## src/xyp_pkg.sv

```systemverilog
// Shared types, constants and arithmetic helpers of the XY persistence accumulator.
package xyp_pkg;

	// Default store geometry.
	localparam int DEF_MAX_WIDTH  = 320;
	localparam int DEF_MAX_HEIGHT = 240;

	// Field and register widths.
	localparam int FW_W    = 9;
	localparam int FH_W    = 8;
	localparam int SAMP_W  = 16;
	localparam int INT_W   = 8;
	localparam int COLOR_W = 11;

	// A linear index y * width + x with a 9-bit width and 8-bit row always fits here.
	localparam int IDX_W = 17;

	// Depth of the command queue between the front and the back end.
	localparam int QUEUE_DEPTH = 4;

	// Register reset values.
	localparam logic [FW_W-1:0] FW_RESET = 9'd320;
	localparam logic [FH_W-1:0] FH_RESET = 8'd240;

	// Configuration register indexes.
	localparam logic CFG_FRAME_WIDTH  = 1'b0;
	localparam logic CFG_FRAME_HEIGHT = 1'b1;

	// Item kinds on the input channel.
	localparam logic [1:0] KIND_DECAY  = 2'd0;
	localparam logic [1:0] KIND_SAMPLE = 2'd1;
	localparam logic [1:0] KIND_READ   = 2'd2;

	typedef enum logic [1:0] {
		OP_DECAY,
		OP_SAMPLE,
		OP_READ
	} op_t;

	// Effective plot geometry, already saturated.
	typedef struct packed {
		logic [FW_W-1:0] wd;
		logic [FH_W-1:0] ht;
	} geom_t;

	// One command word in the queue.
	typedef struct packed {
		op_t              op;
		logic [IDX_W-1:0] idx;
		logic             in_region;
	} cmd_t;

	// Status reported by the back end.
	typedef struct packed {
		logic clearing;
	} back_status_t;

	// Truncating division of a product below 65535 * 511 by 65535.
	// Splitting at bit 16 leaves a remainder below twice the divisor, so one
	// compare corrects the quotient.
	function automatic logic [8:0] div65535(input logic [24:0] p);
		logic [8:0]  q0;
		logic [16:0] r;
		q0 = p[24:16];
		r  = {1'b0, p[15:0]} + {8'b0, q0};
		return q0 + {8'b0, (r >= 17'd65535)};
	endfunction

	// Green-only RGB565 colour of an intensity: (v * 63 / 255) << 5.
	function automatic logic [COLOR_W-1:0] green565(input logic [INT_W-1:0] v);
		logic [13:0] t;
		logic [14:0] s;
		t = {6'b0, v} * 14'd63;
		s = {1'b0, t} + {9'b0, t[13:8]} + 15'd1;
		return {s[13:8], 5'b0};
	endfunction

endpackage

```

## src/xyp_fifo.sv

```systemverilog
// Short command queue between the front and the back end.
module xyp_fifo import xyp_pkg::*; (
	input  logic clk,
	input  logic arst_n,
	input  logic push,
	input  cmd_t push_cmd,
	output logic full,
	input  logic pop,
	output cmd_t pop_cmd,
	output logic not_empty
);

	localparam int PW = $clog2(QUEUE_DEPTH);
	localparam int CW = $clog2(QUEUE_DEPTH + 1);

	cmd_t          slot_q [QUEUE_DEPTH];
	logic [PW-1:0] wr_q, rd_q;
	logic [CW-1:0] count_q;

	assign full      = (count_q == CW'(QUEUE_DEPTH));
	assign not_empty = (count_q != '0);
	assign pop_cmd   = slot_q[rd_q];

	// Pointers and fill count.
	always_ff @(posedge clk or negedge arst_n) begin
		if (!arst_n) begin
			wr_q    <= '0;
			rd_q    <= '0;
			count_q <= '0;
		end else begin
			if (push) wr_q <= (wr_q == PW'(QUEUE_DEPTH - 1)) ? '0 : wr_q + 1'b1;
			if (pop)  rd_q <= (rd_q == PW'(QUEUE_DEPTH - 1)) ? '0 : rd_q + 1'b1;
			if (push && !pop)      count_q <= count_q + 1'b1;
			else if (pop && !push) count_q <= count_q - 1'b1;
		end
	end

	// Storage.
	always_ff @(posedge clk) begin
		if (push) slot_q[wr_q] <= push_cmd;
	end

	a_no_overflow: assert property (@(posedge clk) disable iff (!arst_n)
		push |-> (count_q != CW'(QUEUE_DEPTH)))
		else $error("command queue written while full");

	a_no_underflow: assert property (@(posedge clk) disable iff (!arst_n)
		pop |-> (count_q != '0))
		else $error("command queue read while empty");

endmodule

```

## config.mk

```make
export PLATFORM = sky130hd
export DESIGN_NAME = xyp_fifo
export DESIGN_NICKNAME = d
export VERILOG_FILES = /design/src/xyp_pkg.sv /design/src/xyp_fifo.sv
export SDC_FILE = /design/constraint.sdc
export NUM_CORES = 1
export LEC_CHECK = 0
export BUFFER_PORTS_ARGS = -buffer_cell sky130_fd_sc_hd__clkbuf_2
export CORE_UTILIZATION = 60
export CTS_CLUSTER_SIZE = 8
export DETAILED_ROUTE_END_ITERATION = 8
export MAX_ROUTING_LAYER = met4
export PLACE_DENSITY_LB_ADDON = 0.05
export SYNTH_ARGS = -nofsm -noshare
export SYNTH_HDL_FRONTEND = slang
export SYNTH_SLANG_ARGS = --single-unit
```

## constraint.sdc

```tcl
create_clock -name clk -period 3.8 [get_ports clk]
set_input_delay 0.19 -clock clk [delete_from_list [all_inputs] [get_ports clk]]
set_output_delay 0.19 -clock clk [all_outputs]
set_load 0.05 [all_outputs]
```

# After elaboration in Yosys (flattened, before gate mapping)
# Memories as Yosys holds them, arrays and structs flattened.
# Index checks and enable logic that the tools add are counted.
# classes
add_sub_neg	4
multipliers	0
div	0
magnitude_cmp	0
eq_ne	3
n_shift	0
mux	6
bitwise_logic	0
n_reduce_logical	6
# op_table
operator	count
two-way mux 3 bit	2
adder 2 x 1 -> 2 bit, second input constant	2
equality test 2 bit, second input constant	2
two-way mux 2 bit	2
adder 3 x 1 -> 3 bit, second input constant	1
equality test 3 bit, second input constant	1
nonzero test 3 bit	1
subtractor 3 x 1 -> 3 bit, second input constant	1
logical AND 1 bit	2
zero test 1 bit	2
two-way mux 1 bit	2
nonzero test 2 bit	1
# totals
reg_bits	7
latch_bits	0
ramBits	80
mem_bits_ro	0
memories	1
# memory_table
name	words	width	read_ports	rd_clocked_by_memory_dff	write_ports	line	rtl
slot_q	4	20	1	0	1	xyp_fifo.sv:16	cmd_t slot_q [QUEUE_DEPTH];

# Depth between registers and ports, before layout
# logic_depth
depth_word	4
mapped_depth	7
ltp_nobuf	7

# Worst setup path after synthesis
# No wires, ideal clock.
# synth_timing
path_type	reg-to-output
from	reg count_q[0]
to	out full
arrival_time_ns	1.594
setup_slack_ns	2.016
stages_incl_launch_ff	2
path_cell_list	dfrtp_1 -> nor3b_1
# synth_between
elab_chain_cells	1
# synth_lines
item	line	rtl
start: declaration	xyp_fifo.sv:18	logic [CW-1:0] count_q;
start signal: assignment	xyp_fifo.sv:33	if (push && !pop) count_q <= count_q + 1'b1;
start signal: assignment	xyp_fifo.sv:34	else if (pop && !push) count_q <= count_q - 1'b1;
equality test 3 bit	xyp_fifo.sv:20	assign full = (count_q == CW'(QUEUE_DEPTH));
end: declaration	xyp_fifo.sv:7	output logic full,
# Every way passes these cells.

==> results.toml <==
[clock_network]
cts_setup_buffers = 0
path_clk_slew_ps = 80
cts.sinks = 87
clk_latency_ps = 350
cts_buffers = 9
htreeDepth = 3
cts_resized = 0
cts-hold-fix-buffers = 1
cts_tree = "built"
cts_buffer_depth = 2
cts-root-buf = "clkbuf_8"

[die]
core_um2 = 5205
start_util_pct = 63.46
dieArea_um2 = 5806
die_w_um = 76.20
die_y_um = 76.20
fp-row-count = 26
io-pin-count = 46

[logic_synthesis]
synth_seq_cells = 87
synth_cells = 141
yosysWarnings = 0
ys_types = 20
synth_nets = 172
synthTopCellsByArea = "edfxtp_1 73%, mux4_2 12%, dfrtp_1 5.3%, ha_1 2.3%, mux4_1 1.6%"
synth_area_um2 = 3303
syn_area_per_cell_um2 = 23.43
synth_area_leader_cell = "edfxtp_1"
ys_seq_area_share_pct = 78.03
yosysTopAreaCellShare_pct = 72.73

[timing]
layout_setup_ws_ps = 1233
period_share_pct = 67.56
rsz0062_at_grt = "false"
hold_viol_final = 0
relSlewSlack_pct = 29.34
tns_ps = 0
tightest_slew_ps = 1060
finalCriticalPeriod_ps = 2567
max_freq_ghz = 0.3895
drv_slew = 0
skew_ps = 2.479
final-setup-viol-count = 0

[global_route]
grt_pass1_vias = 1647
grt_pass1_wl_um = 8266
grtUsageTotal_pct = 21.03
grt_max_degree = 23
antenna_found_initial = 0
gr-total-overflow = 0

[flow_run]
drv_cap = 0

[final_layout]
drive_gt1_share_pct = 40.00
syn2layout_area_growth_pct = 15.42
layout.nets = 226
diodes = 0
design_area_um2 = 3812
instances_no_fill = 270

[place]
finalWeightedCongestion = 0.6927
dp.cells = 253
dp_slack_ps = 1558
io_buffers = 45
hpwl_um = 3275
placed_cell_area_um2 = 3591

[power_and_ir_drop]
totalPowerFinal_mw = 3.154
power.share.clock_pct = 21.4
power_frac_comb_pct = 35.0
p_int_mw = 1.961
power_switching_mw = 1.193
pwr-share-seq_pct = 43.7
leakage_nw = 1.370
p_sw_share_pct = 37.82
power_density_nw_per_um2 = 827.3
vdd_ir_drop_max_v = 0.0006145

[drt]
wl_met2_um = 2741
wl_met3_um = 253
wl_per_cell_um = 19.17
vias = 1505
route.detailed.drc = 0
antenna_left = 0
drt_iter0_markers = 87
totalWireLength_um = 5177
wl_met1_um = 2091
viasPerCell = 5.574
drt-pass1-iter-count = 4
routed.top_layer = "met4"

[min_path]
hold_path_class = "in -> reg"

[setup_path]
cp-start-kind = "flip-flop"
crit_required_ps = 3610
crit_fanout = 14
worstSetupPathType = "reg -> out"
r2r_slack_ps = 1940
critPathCaptureType = "output port"
arrival_ps = 2380

[status]
status = "complete, no violations"
[synthesized netlist by cell type (all sizes together)]
library cell	count
a21o	1
and2	4
buf	4
dfrtp	7
edfxtp	80
fa	1
ha	6
inv	4
mux2	2
mux4	20
nand2	2
nor2	2
nor3	1
nor3b	1
o21ai	2
or3	1
xnor2	1
xor2	2
[cell usage in the layout (no fill, tap or decap), types with 2 or more instances in the layout]
master	n
edfxtp_1	80
clkbuf_2	45
mux4_2	18
clkbuf_8	9
dfrtp_1	7
ha_1	6
inv_1	4
and2_1	4
mux4_1	2
mux2_2	2
nor2_1	2
nand2_1	2
o21ai_0	2
xor2_1	2
clkinvlp_4	2
clkinv_1	2
bufinv_16	2
[worst max-delay path, cell delays in order, from the launching register on]
cell and delay (ps):
dfrtp_1 840, buf_4 360, mux4_1 570, clkbuf_2 250
[state kept, by name (all words and copies together) (netlist names)]
| name | cells |
|---|---|
| slot_q | 80 |
| rd_q | 2 |
| count_q | 3 |
| wr_q | 2 |
[worst paths after layout]
| kind | to | start | cells after the start |
|---|---|---|---|
| setup / recovery | pop_cmd[2] | rd_q[0] | 3 |
| hold / removal | slot_q[2][3] | push_cmd[3] | 1 |
| setup reg to reg | slot_q[0][18] | wr_q[0] | 3 |
| hold reg to reg | count_q[2] | count_q[2] | 1 |
| max in group asynchronous | count_q[0] | arst_n | 2 |
| min in group asynchronous | wr_q[1] | arst_n | 2 |
[logic make-up (layout without fill, tap and decap cells)]
| group | Yosys count | count (layout) | synth area share, % |
|---|---|---|---|
| DFF | 87 | 87 | 78.03 |
| muxes | 22 | 22 | 14.55 |
| and+or+nand+nor | 11 | 11 | 1.780 |
| buffers and inverters | 8 | 67 | 1.439 |
| adders and majority gates | 7 | 7 | 2.879 |
| AOI/OAI and AO/OA | 3 | 3 | 0.5304 |
| xor gates and xnor gates | 3 | 3 | 0.7956 |
[stage by stage]
step           hold WS (ps)  utilization (%)
2_1_floorplan        -105.6                -
4_1_cts               36.66            73.25
6_report              51.49            73.25
3_3_place_gp          31.53            68.99
5_1_grt               37.77            73.25
3_5_place_dp          38.40            68.99
[power by group through the flow]
stage / Combinational, mW / Sequential [mW] / Clock (mW)
global placement: 1.09 / 1.39 / 0
CTS: 1.12 / 1.38 / 0.684
floorplan: 0.968 / 1.31 / 0
global route: 1.16 / 1.40 / 0.719
detailed placement: 1.11 / 1.40 / 0
finish: 1.10 / 1.38 / 0.674
[per-layer routing]
metal / global-route usage (%) / vias up
met2: 34.18 / 48
li1: - / 682
met4: 10.38 / 0
met1: 23.98 / 768
met5: - / -
met3: 6.347 / 7
[area by class of cell]
type / count / area [µm²]
clock buffer: 9 / 123.9
multi-input combinational: 46 / 678.2
clock inverter: 7 / 87.58
inverter: 4 / 15.01
timing repair buffer: 47 / 242.7
fill: 318 / 1393
sequential: 87 / 2577
tap: 70 / 87.58
Note: power is estimated with default switching activity, not from simulation.
