===== config.mk =====
export PLATFORM = sky130hd
export DESIGN_NAME = xyp_front
export DESIGN_NICKNAME = d
export VERILOG_FILES = /design/src/xyp_pkg.sv /design/src/xyp_front.sv
export SDC_FILE = /design/constraint.sdc
export NUM_CORES = 1
export LEC_CHECK = 0
export BUFFER_PORTS_ARGS = -buffer_cell sky130_fd_sc_hd__buf_4
export CORE_UTILIZATION = 35
export CTS_CLUSTER_SIZE = 40
export DETAILED_ROUTE_END_ITERATION = 10
export PLACE_DENSITY = 0.59
export RECOVER_POWER = 50
export SLEW_MARGIN = 20
export SYNTH_ARGS = -nofsm -noshare
export SYNTH_HDL_FRONTEND = slang
export SYNTH_SLANG_ARGS = --single-unit

===== constraint.sdc =====
create_clock -name clk -period 5.75 [get_ports clk]
set_input_delay 0.2875 -clock clk [delete_from_list [all_inputs] [get_ports clk]]
set_output_delay 0.2875 -clock clk [all_outputs]
set_load 0.02 [all_outputs]

===== src/xyp_pkg.sv =====
// Shared types, constants and arithmetic helpers of the XY persistence accumulator.
package xyp_pkg;

	// Default store geometry.
	localparam int DEF_MAX_WIDTH  = 320;
	localparam int DEF_MAX_HEIGHT = 240;

	// Field and register widths.
	localparam int FW_W    = 9;
	localparam int FH_W    = 8;
	localparam int SAMP_W  = 16;
	localparam int INT_W   = 8;
	localparam int COLOR_W = 11;

	// A linear index y * width + x with a 9-bit width and 8-bit row always fits here.
	localparam int IDX_W = 17;

	// Depth of the command queue between the front and the back end.
	localparam int QUEUE_DEPTH = 4;

	// Register reset values.
	localparam logic [FW_W-1:0] FW_RESET = 9'd320;
	localparam logic [FH_W-1:0] FH_RESET = 8'd240;

	// Configuration register indexes.
	localparam logic CFG_FRAME_WIDTH  = 1'b0;
	localparam logic CFG_FRAME_HEIGHT = 1'b1;

	// Item kinds on the input channel.
	localparam logic [1:0] KIND_DECAY  = 2'd0;
	localparam logic [1:0] KIND_SAMPLE = 2'd1;
	localparam logic [1:0] KIND_READ   = 2'd2;

	typedef enum logic [1:0] {
		OP_DECAY,
		OP_SAMPLE,
		OP_READ
	} op_t;

	// Effective plot geometry, already saturated.
	typedef struct packed {
		logic [FW_W-1:0] wd;
		logic [FH_W-1:0] ht;
	} geom_t;

	// One command word in the queue.
	typedef struct packed {
		op_t              op;
		logic [IDX_W-1:0] idx;
		logic             in_region;
	} cmd_t;

	// Status reported by the back end.
	typedef struct packed {
		logic clearing;
	} back_status_t;

	// Truncating division of a product below 65535 * 511 by 65535.
	// Splitting at bit 16 leaves a remainder below twice the divisor, so one
	// compare corrects the quotient.
	function automatic logic [8:0] div65535(input logic [24:0] p);
		logic [8:0]  q0;
		logic [16:0] r;
		q0 = p[24:16];
		r  = {1'b0, p[15:0]} + {8'b0, q0};
		return q0 + {8'b0, (r >= 17'd65535)};
	endfunction

	// Green-only RGB565 colour of an intensity: (v * 63 / 255) << 5.
	function automatic logic [COLOR_W-1:0] green565(input logic [INT_W-1:0] v);
		logic [13:0] t;
		logic [14:0] s;
		t = {6'b0, v} * 14'd63;
		s = {1'b0, t} + {9'b0, t[13:8]} + 15'd1;
		return {s[13:8], 5'b0};
	endfunction

endpackage


===== src/xyp_front.sv =====
// Front end: accepts input words, maps samples to store indexes and queues commands.
module xyp_front import xyp_pkg::*; (
	input  logic                     clk,
	input  logic                     arst_n,
	input  logic                     in_valid,
	output logic                     in_ready,
	input  logic [1:0]               kind,
	input  logic signed [SAMP_W-1:0] ch1_sample,
	input  logic signed [SAMP_W-1:0] ch2_sample,
	input  logic [FW_W-1:0]          pixel_x,
	input  logic [FH_W-1:0]          pixel_y,
	input  geom_t                    geom,
	output logic                     push,
	output cmd_t                     cmd,
	input  logic                     full
);

	logic en1, en2, en3, en4;
	logic v_s1, v_s2, v_s3, v_s4;

	logic [1:0]        kind_s1;
	logic [SAMP_W-1:0] sx_s1, sy_s1;
	logic [FW_W-1:0]   x_s1;
	logic [FH_W-1:0]   y_s1;

	op_t               op_s2;
	logic [24:0]       prodx_s2;
	logic [23:0]       prody_s2;
	logic [IDX_W-1:0]  rowp_s2;
	logic [FW_W-1:0]   x_s2;
	logic              inreg_s2;

	op_t               op_s3;
	logic [FW_W-1:0]   px_s3;
	logic [FH_W-1:0]   py_s3;
	logic [IDX_W-1:0]  rowp_s3;
	logic [FW_W-1:0]   x_s3;
	logic              inreg_s3;

	op_t               op_s4;
	logic [IDX_W-1:0]  base_s4;
	logic [FW_W-1:0]   off_s4;
	logic              inreg_s4;

	logic [FW_W-1:0]   w_c;
	logic [FH_W-1:0]   h_c;
	logic              kind_ok_c;
	op_t               op_c;
	logic [8:0]        qy_c;

	assign w_c = geom.wd - 9'd1;
	assign h_c = geom.ht - 8'd1;

	// Stall chain: a stage loads when it is empty or its word moves on.
	assign push     = v_s4 && !full;
	assign en4      = !v_s4 || !full;
	assign en3      = !v_s3 || en4;
	assign en2      = !v_s2 || en3;
	assign en1      = !v_s1 || en2;
	assign in_ready = en1;

	// Classify the kind; unused kinds are dropped here.
	always_comb begin
		kind_ok_c = 1'b1;
		unique case (kind_s1)
			KIND_DECAY:  op_c = OP_DECAY;
			KIND_SAMPLE: op_c = OP_SAMPLE;
			KIND_READ:   op_c = OP_READ;
			default: begin
				op_c      = OP_DECAY;
				kind_ok_c = 1'b0;
			end
		endcase
	end

	assign qy_c = div65535({1'b0, prody_s2});

	// Stage valid bits.
	always_ff @(posedge clk or negedge arst_n) begin
		if (!arst_n) begin
			v_s1 <= 1'b0;
			v_s2 <= 1'b0;
			v_s3 <= 1'b0;
			v_s4 <= 1'b0;
		end else begin
			if (en1) v_s1 <= in_valid;
			if (en2) v_s2 <= v_s1 && kind_ok_c;
			if (en3) v_s3 <= v_s2;
			if (en4) v_s4 <= v_s3;
		end
	end

	// Stage one captures the word; flipping bit 15 offsets the samples by 32768.
	always_ff @(posedge clk) begin
		if (en1) begin
			kind_s1 <= kind;
			sx_s1   <= ch1_sample ^ 16'h8000;
			sy_s1   <= ch2_sample ^ 16'h8000;
			x_s1    <= pixel_x;
			y_s1    <= pixel_y;
		end
	end

	// Stage two forms the scaling products and the read row offset.
	always_ff @(posedge clk) begin
		if (en2) begin
			op_s2    <= op_c;
			prodx_s2 <= {9'b0, sx_s1} * {16'b0, w_c};
			prody_s2 <= {8'b0, sy_s1} * {16'b0, h_c};
			rowp_s2  <= {9'b0, y_s1} * {8'b0, geom.wd};
			x_s2     <= x_s1;
			inreg_s2 <= (x_s1 < geom.wd) && (y_s1 < geom.ht);
		end
	end

	// Stage three divides by 65535 and inverts the vertical axis.
	always_ff @(posedge clk) begin
		if (en3) begin
			op_s3    <= op_s2;
			px_s3    <= div65535(prodx_s2);
			py_s3    <= h_c - qy_c[7:0];
			rowp_s3  <= rowp_s2;
			x_s3     <= x_s2;
			inreg_s3 <= inreg_s2;
		end
	end

	// Stage four forms the sample row offset.
	always_ff @(posedge clk) begin
		if (en4) begin
			op_s4 <= op_s3;
			if (op_s3 == OP_SAMPLE) begin
				base_s4  <= {9'b0, py_s3} * {8'b0, geom.wd};
				off_s4   <= px_s3;
				inreg_s4 <= 1'b1;
			end else begin
				base_s4  <= rowp_s3;
				off_s4   <= x_s3;
				inreg_s4 <= inreg_s3;
			end
		end
	end

	// Command word into the queue.
	assign cmd.op        = op_s4;
	assign cmd.idx       = base_s4 + {8'b0, off_s4};
	assign cmd.in_region = inreg_s4;

endmodule


# Yosys cells after proc, flatten, opt, wreduce, memory -nomap -nowiden
# Index checks and enable logic that the tools add are counted.
dict set report op_classes {
  bitwise 2
  add_sub_neg 8
  order_cmp 4
  mul 4
  n_eq_ne 3
  n_reduce_logical 14
  n_mux 4
}
# op n
set ops {}
lappend ops {{>= comparator 17 x 16 -> 1 bit, second input constant} 2}
lappend ops {{multiplier 8 x 9 -> 17 bit} 2}
lappend ops {{multiplier 16 x 9 -> 25 bit} 1}
lappend ops {{multiplier 16 x 8 -> 24 bit} 1}
lappend ops {{adder 16 x 8 -> 17 bit} 1}
lappend ops {{adder 16 x 9 -> 17 bit} 1}
lappend ops {{adder 17 x 9 -> 17 bit} 1}
lappend ops {{two-way mux 17 bit} 1}
lappend ops {{adder 9 x 1 -> 9 bit} 1}
lappend ops {{< comparator 9 bit} 1}
lappend ops {{two-way mux 9 bit} 1}
lappend ops {{subtractor 9 x 1 -> 9 bit, second input constant} 1}
lappend ops {{adder 8 x 1 -> 8 bit} 1}
lappend ops {{< comparator 8 bit} 1}
lappend ops {{subtractor 8 x 1 -> 8 bit, second input constant} 1}
lappend ops {{subtractor 8 bit} 1}
lappend ops {{logical NOT 1 bit} 5}
lappend ops {{== test 2 x 1 -> 1 bit, second input constant} 2}
lappend ops {{logical OR 1 bit} 4}
lappend ops {{one-hot mux 2 bit (2 select lines)} 1}
lappend ops {{logical AND 1 bit} 3}
lappend ops {{OR reduction 3 bit} 1}
lappend ops {{== test 2 bit, second input constant} 1}
lappend ops {{logical NOT 2 bit} 1}
lappend ops {{other kinds (2)} 3}
dict set report word_totals {
  elab_cells 64
  register_bits 208
  input_bits 72
  out_inout_bits 22
}

# Logic depth before layout (Yosys ltp)
dict set report depth {
  word_depth 5
  ltp_mapped 24
  depth_no_buf 21
}

# Worst setup path after synthesis
# OpenSTA, ideal clock, no wires.
dict set report synth_path {
  kind {input to register}
  startpoint {in geom[8] (netlist name)}
  endpoint {reg prodx_s2[23] (data pin)}
  t_arrival_ns 5.638
  required_time_ns 5.490
  path_stages 23
  setup_ns 0.260
  path_buffers 3
  slack_ns -0.148
  cell_sequence {clkbuf_1 inv_1 clkbuf_1 ha_1 and4_1 xnor2_1 clkbuf_1 nand2b_1 fa_1 fa_1 inv_1 fa_1 inv_1 fa_1 inv_1 ha_1 o21a_1 o21a_1 o221a_2 a41oi_4 o21ai_2 a221oi_2 xnor2_1}
}
dict set report synth_between {
  elab_chain_cells 2
}
# element line
set synth_lines {}
lappend synth_lines {{start, declared} xyp_front.sv:12} ;# input geom_t geom,
lappend synth_lines {{subtractor 9 x 1 -> 9 bit} xyp_front.sv:51} ;# assign w_c = geom.wd - 9'd1;
lappend synth_lines {{multiplier 16 x 9 -> 25 bit} xyp_front.sv:108} ;# prodx_s2 <= {9'b0, sx_s1} * {16'b0, w_c};
lappend synth_lines {{end signal, assigned} xyp_front.sv:108}
lappend synth_lines {{end, declared} xyp_front.sv:27} ;# logic [24:0] prodx_s2;
# No other way between the ends.
# A chain may end at the register's enable or synchronous reset.

# Worst setup path in the final report
dict set report layout_path {
  startpoint {in geom[8] (netlist name)}
  endpoint {reg prodx_s2[22] (data pin)}
}
# Same word-level chain as after synthesis.

==> results.sh <==
export IMPL_grt_usage=0.162
export IMPL_swShare=0.453
export IMPL_setup_worst_path_start="geom[8]"
export IMPL_pre_cts_ws_ps=10.9
export IMPL_end_kind="register"
export IMPL_fin_crit_ps=5240
export IMPL_die_x_um=253
export IMPL_ctsResizeCount=0
export IMPL_n_antenna_cell=0
export IMPL_antenna_found_initial=1
export IMPL_total_power_mw=14.9
export IMPL_pin_count=94
export IMPL_synth_xor_area_frac=0.0423
export IMPL_synth_edf_count=204
export IMPL_leakagePower_nw=11.8
export IMPL_setup_violations=0
export IMPL_nets=2881
export IMPL_synth_most_common_cell="inv_1"
export IMPL_async_flop_share=0.0192
export IMPL_yosys_most_used_dff="edfxtp_1"
export IMPL_p_sw_mw=6.74
export IMPL_rsz0062_at_grt="false"
export IMPL_path_class="in -> reg"
export IMPL_cts_tree="built"
export IMPL_syn_area_per_cell_sq_um=10.3
export IMPL_synth_compound_area_share=0.0717
export IMPL_synth_top_family_by_area="adder cells"
export IMPL_syn_inst=2143
export IMPL_ys_warn_count=0
export IMPL_vias=15200
export IMPL_clockRootBuffer="clkbuf_16"
export IMPL_die_y_um=253
export IMPL_violations="capacitance limit, slew limit"
export IMPL_tightestPinTransition_ps=4140
export IMPL_firstDrtPassIters=5
export IMPL_fillCellCount=6035
export IMPL_peakVddDrop_mv=0.344
export IMPL_synth_seq_cells=208
export IMPL_grt_pass1_vias=16300
export IMPL_synthTopCellsByArea="edfxtp_1 28%, fa_1 25%, ha_1 12%, inv_1 6.4%, nand2_1 4.0%"
export IMPL_synth_top_area_share=0.278
export IMPL_grt_start_max_net_pins=74
export IMPL_htree_levels=1
export IMPL_drt_total_wl_mm=50.5
export IMPL_cts_buffers=25
export IMPL_drive_above_1_share=0.0800
export IMPL_cp_max_fo=15
export IMPL_rows=91
export IMPL_synth_top_cell_by_area="edfxtp_1"
export IMPL_viasPerCell=4.78
export IMPL_clock_path_buffers=3
export IMPL_drc_errors=0
export IMPL_crit_arrival_ps=5550
export IMPL_synthAdderAreaFrac=0.371
export IMPL_syn_cell_area_sq_um=22000
export IMPL_dp_hpwl_mm=40.7
export IMPL_place_gp_congestion=0.858
export IMPL_clock_latency_ps=570
export IMPL_io_buffers=93
export IMPL_timing_rr_end="prody_s2[20]"
export IMPL_drt_first_iter_violations=656
export IMPL_p_int_mw=8.16
export IMPL_wl_per_cell_um=15.9
export IMPL_max_cap_violations=5
export IMPL_drv_slew=223
export IMPL_grt_pass1_wl_mm=82.8
export IMPL_fp_dieArea_sq_um=64000
export IMPL_r2r_cells=17
export IMPL_slew_headroom=-1.76
export IMPL_pwr_share_comb=0.689
export IMPL_p_seq_frac=0.199
export IMPL_cp_start_kind="input pin"
export IMPL_clock_sinks=208
export IMPL_p_per_area_nw_per_um2=587
export IMPL_max_freq_mhz=191
export IMPL_hold_violations=0
export IMPL_yosysUniqueCellTypes=70
export IMPL_cp_required_ps=6060
export IMPL_fin_setup_tns_ps=0
export IMPL_syn2layout_area_growth_pct=15.0
export IMPL_min_path_type="in -> async"
export IMPL_setup_ws_ps=509
export IMPL_worstReg2RegStart="sy_s1[7]"
export IMPL_gr_total_overflow=0
export IMPL_clk_pin_slew_ps=60
export IMPL_synth_simple_area_share=0.160
export IMPL_ant_nets=0
export IMPL_synth_commonest_cells="377 x inv_1, 272 x fa_1, 236 x nand2_1, 218 x ha_1, 204 x edfxtp_1"
export IMPL_ys_seq_area_frac=0.282
export IMPL_start_util=0.356
export IMPL_status="finished with violations"
export IMPL_synth_mux_area_fraction=0.000454
export IMPL_post_cts_buffers=0
export IMPL_core_sq_um=61900
export IMPL_clock_skew_final_ps=23.1
export IMPL_synth_nets=2705
export IMPL_period_share=0.912
export IMPL_crit_end="prodx_s2[22]"
export IMPL_pwr_share_clk=0.111
export IMPL_r2r_setup_slack_ps=680
## registers in the layout, indices dropped and copies added (netlist names), 8 cells and up
| name | count |
|---|---|
| prodx_s2 | 25 |
| prody_s2 | 24 |
| base_s4 | 17 |
| rowp_s2 | 17 |
| rowp_s3 | 17 |
| sx_s1 | 16 |
| sy_s1 | 16 |
| off_s4 | 9 |
| px_s3 | 9 |
| x_s1 | 9 |
| x_s2 | 9 |
| x_s3 | 9 |
| py_s3 | 8 |
| y_s1 | 8 |
## worst max-delay path: stages
cell      delay (ps)
clkbuf_1         340
inv_1            150
ha_1             280
and3_1           220
xnor2_2          150
buf_4            270
nor2b_1          100
fa_1             490
fa_1             500
fa_1             490
inv_1             50
fa_1             480
inv_1             40
ha_1             320
o211a_1          230
o21ai_0          110
nand4_1          190
a22oi_1          250
o21ai_1          160
o41ai_1          330
xnor2_1          100
## how the worst min path moves through the flow
stage,from,end,slack [ps]
CTS,arst_n,v_s1,40
global placement,arst_n,v_s1,90
detailed placement,arst_n,v_s1,90
global route,arst_n,v_s1,110
finish,arst_n,v_s1,100
floorplan,arst_n,v_s1,-8
## placed cells by master, fill, tap and decap left out, drive strengths merged, types with 3 or more instances in the layout
master / count
xnor2: 78
nand2b: 50
nor4: 6
clkbuf: 90
o21a: 17
edfxtp: 204
a311oi: 3
nand2: 236
nand4: 11
ha: 218
o41ai: 4
dlygate4sd3: 53
o31a: 4
dfrtp: 4
a31oi: 5
or3: 4
and3: 9
o211ai: 6
clkinv: 9
xor2: 26
nor2: 48
o21ai: 66
a21o: 27
inv: 381
nor3: 15
o31ai: 6
a221oi: 3
fa: 272
buf: 80
o21bai: 6
or2: 3
and2: 141
a21oi: 55
nor2b: 124
bufinv: 4
and4: 3
a211oi: 14
nand3: 22
## power groups by stage
stage / Clock, mW / Combinational (mW) / Sequential [mW]
3_5_place_dp: 0 / 10.3 / 2.99
2_1_floorplan: 0 / 7.97 / 2.78
6_report: 1.66 / 10.3 / 2.97
4_1_cts: 1.71 / 10.4 / 2.96
5_1_grt: 1.77 / 11.8 / 3.02
3_3_place_gp: 0 / 10.0 / 2.98
## metal layers
layer,GRT usage,vias up,routed length [um]
li1,-,7271,-
met1,0.216,7549,23300
met4,0.0384,2,1070
met2,0.279,292,24000
met5,0,-,13
met3,0.0207,72,2000
## what timing repair did
item | 4_1_cts | 5_1_grt
setup endpoints to repair | 0 | 0
hold buffers | 53 | 0
endpoints found under the hold margin | 56 | 0
## cell families after synthesis
logic type,after synthesis
and+or+nand+nor,678
adders and majority gates,490
buffers and inverters,424
AOI/OAI and AO/OA,237
DFF,208
xor gates and xnor gates,105
muxes,1
## area by class of cell
type / instances / area, sq um / area share
Inverter: 377 / 1420 / 0.0558
Timing Repair Buffer: 196 / 1570 / 0.0620
Tap cell: 837 / 1050 / 0.0413
Multi-Input combinational cell: 1511 / 14200 / 0.562
Clock buffer: 27 / 633 / 0.0250
Clock inverter: 18 / 220 / 0.00868
Sequential cell: 208 / 6230 / 0.245
## per-stage QoR
| stage | instances | utilization | hold WS, ps | instance area, sq um |
|---|---|---|---|---|
| detailed placement | 3076 | 0.388 | 88.9 | 24000 |
| global placement | 3076 | 0.388 | 85.3 | 24000 |
| finish | 3174 | 0.409 | 101 | 25400 |
| CTS | 3174 | 0.410 | 43.0 | 25400 |
| floorplan | 2143 | - | -8.09 | 22100 |
| global route | 3174 | 0.409 | 111 | 25400 |
(Power assumes the default switching activity.)
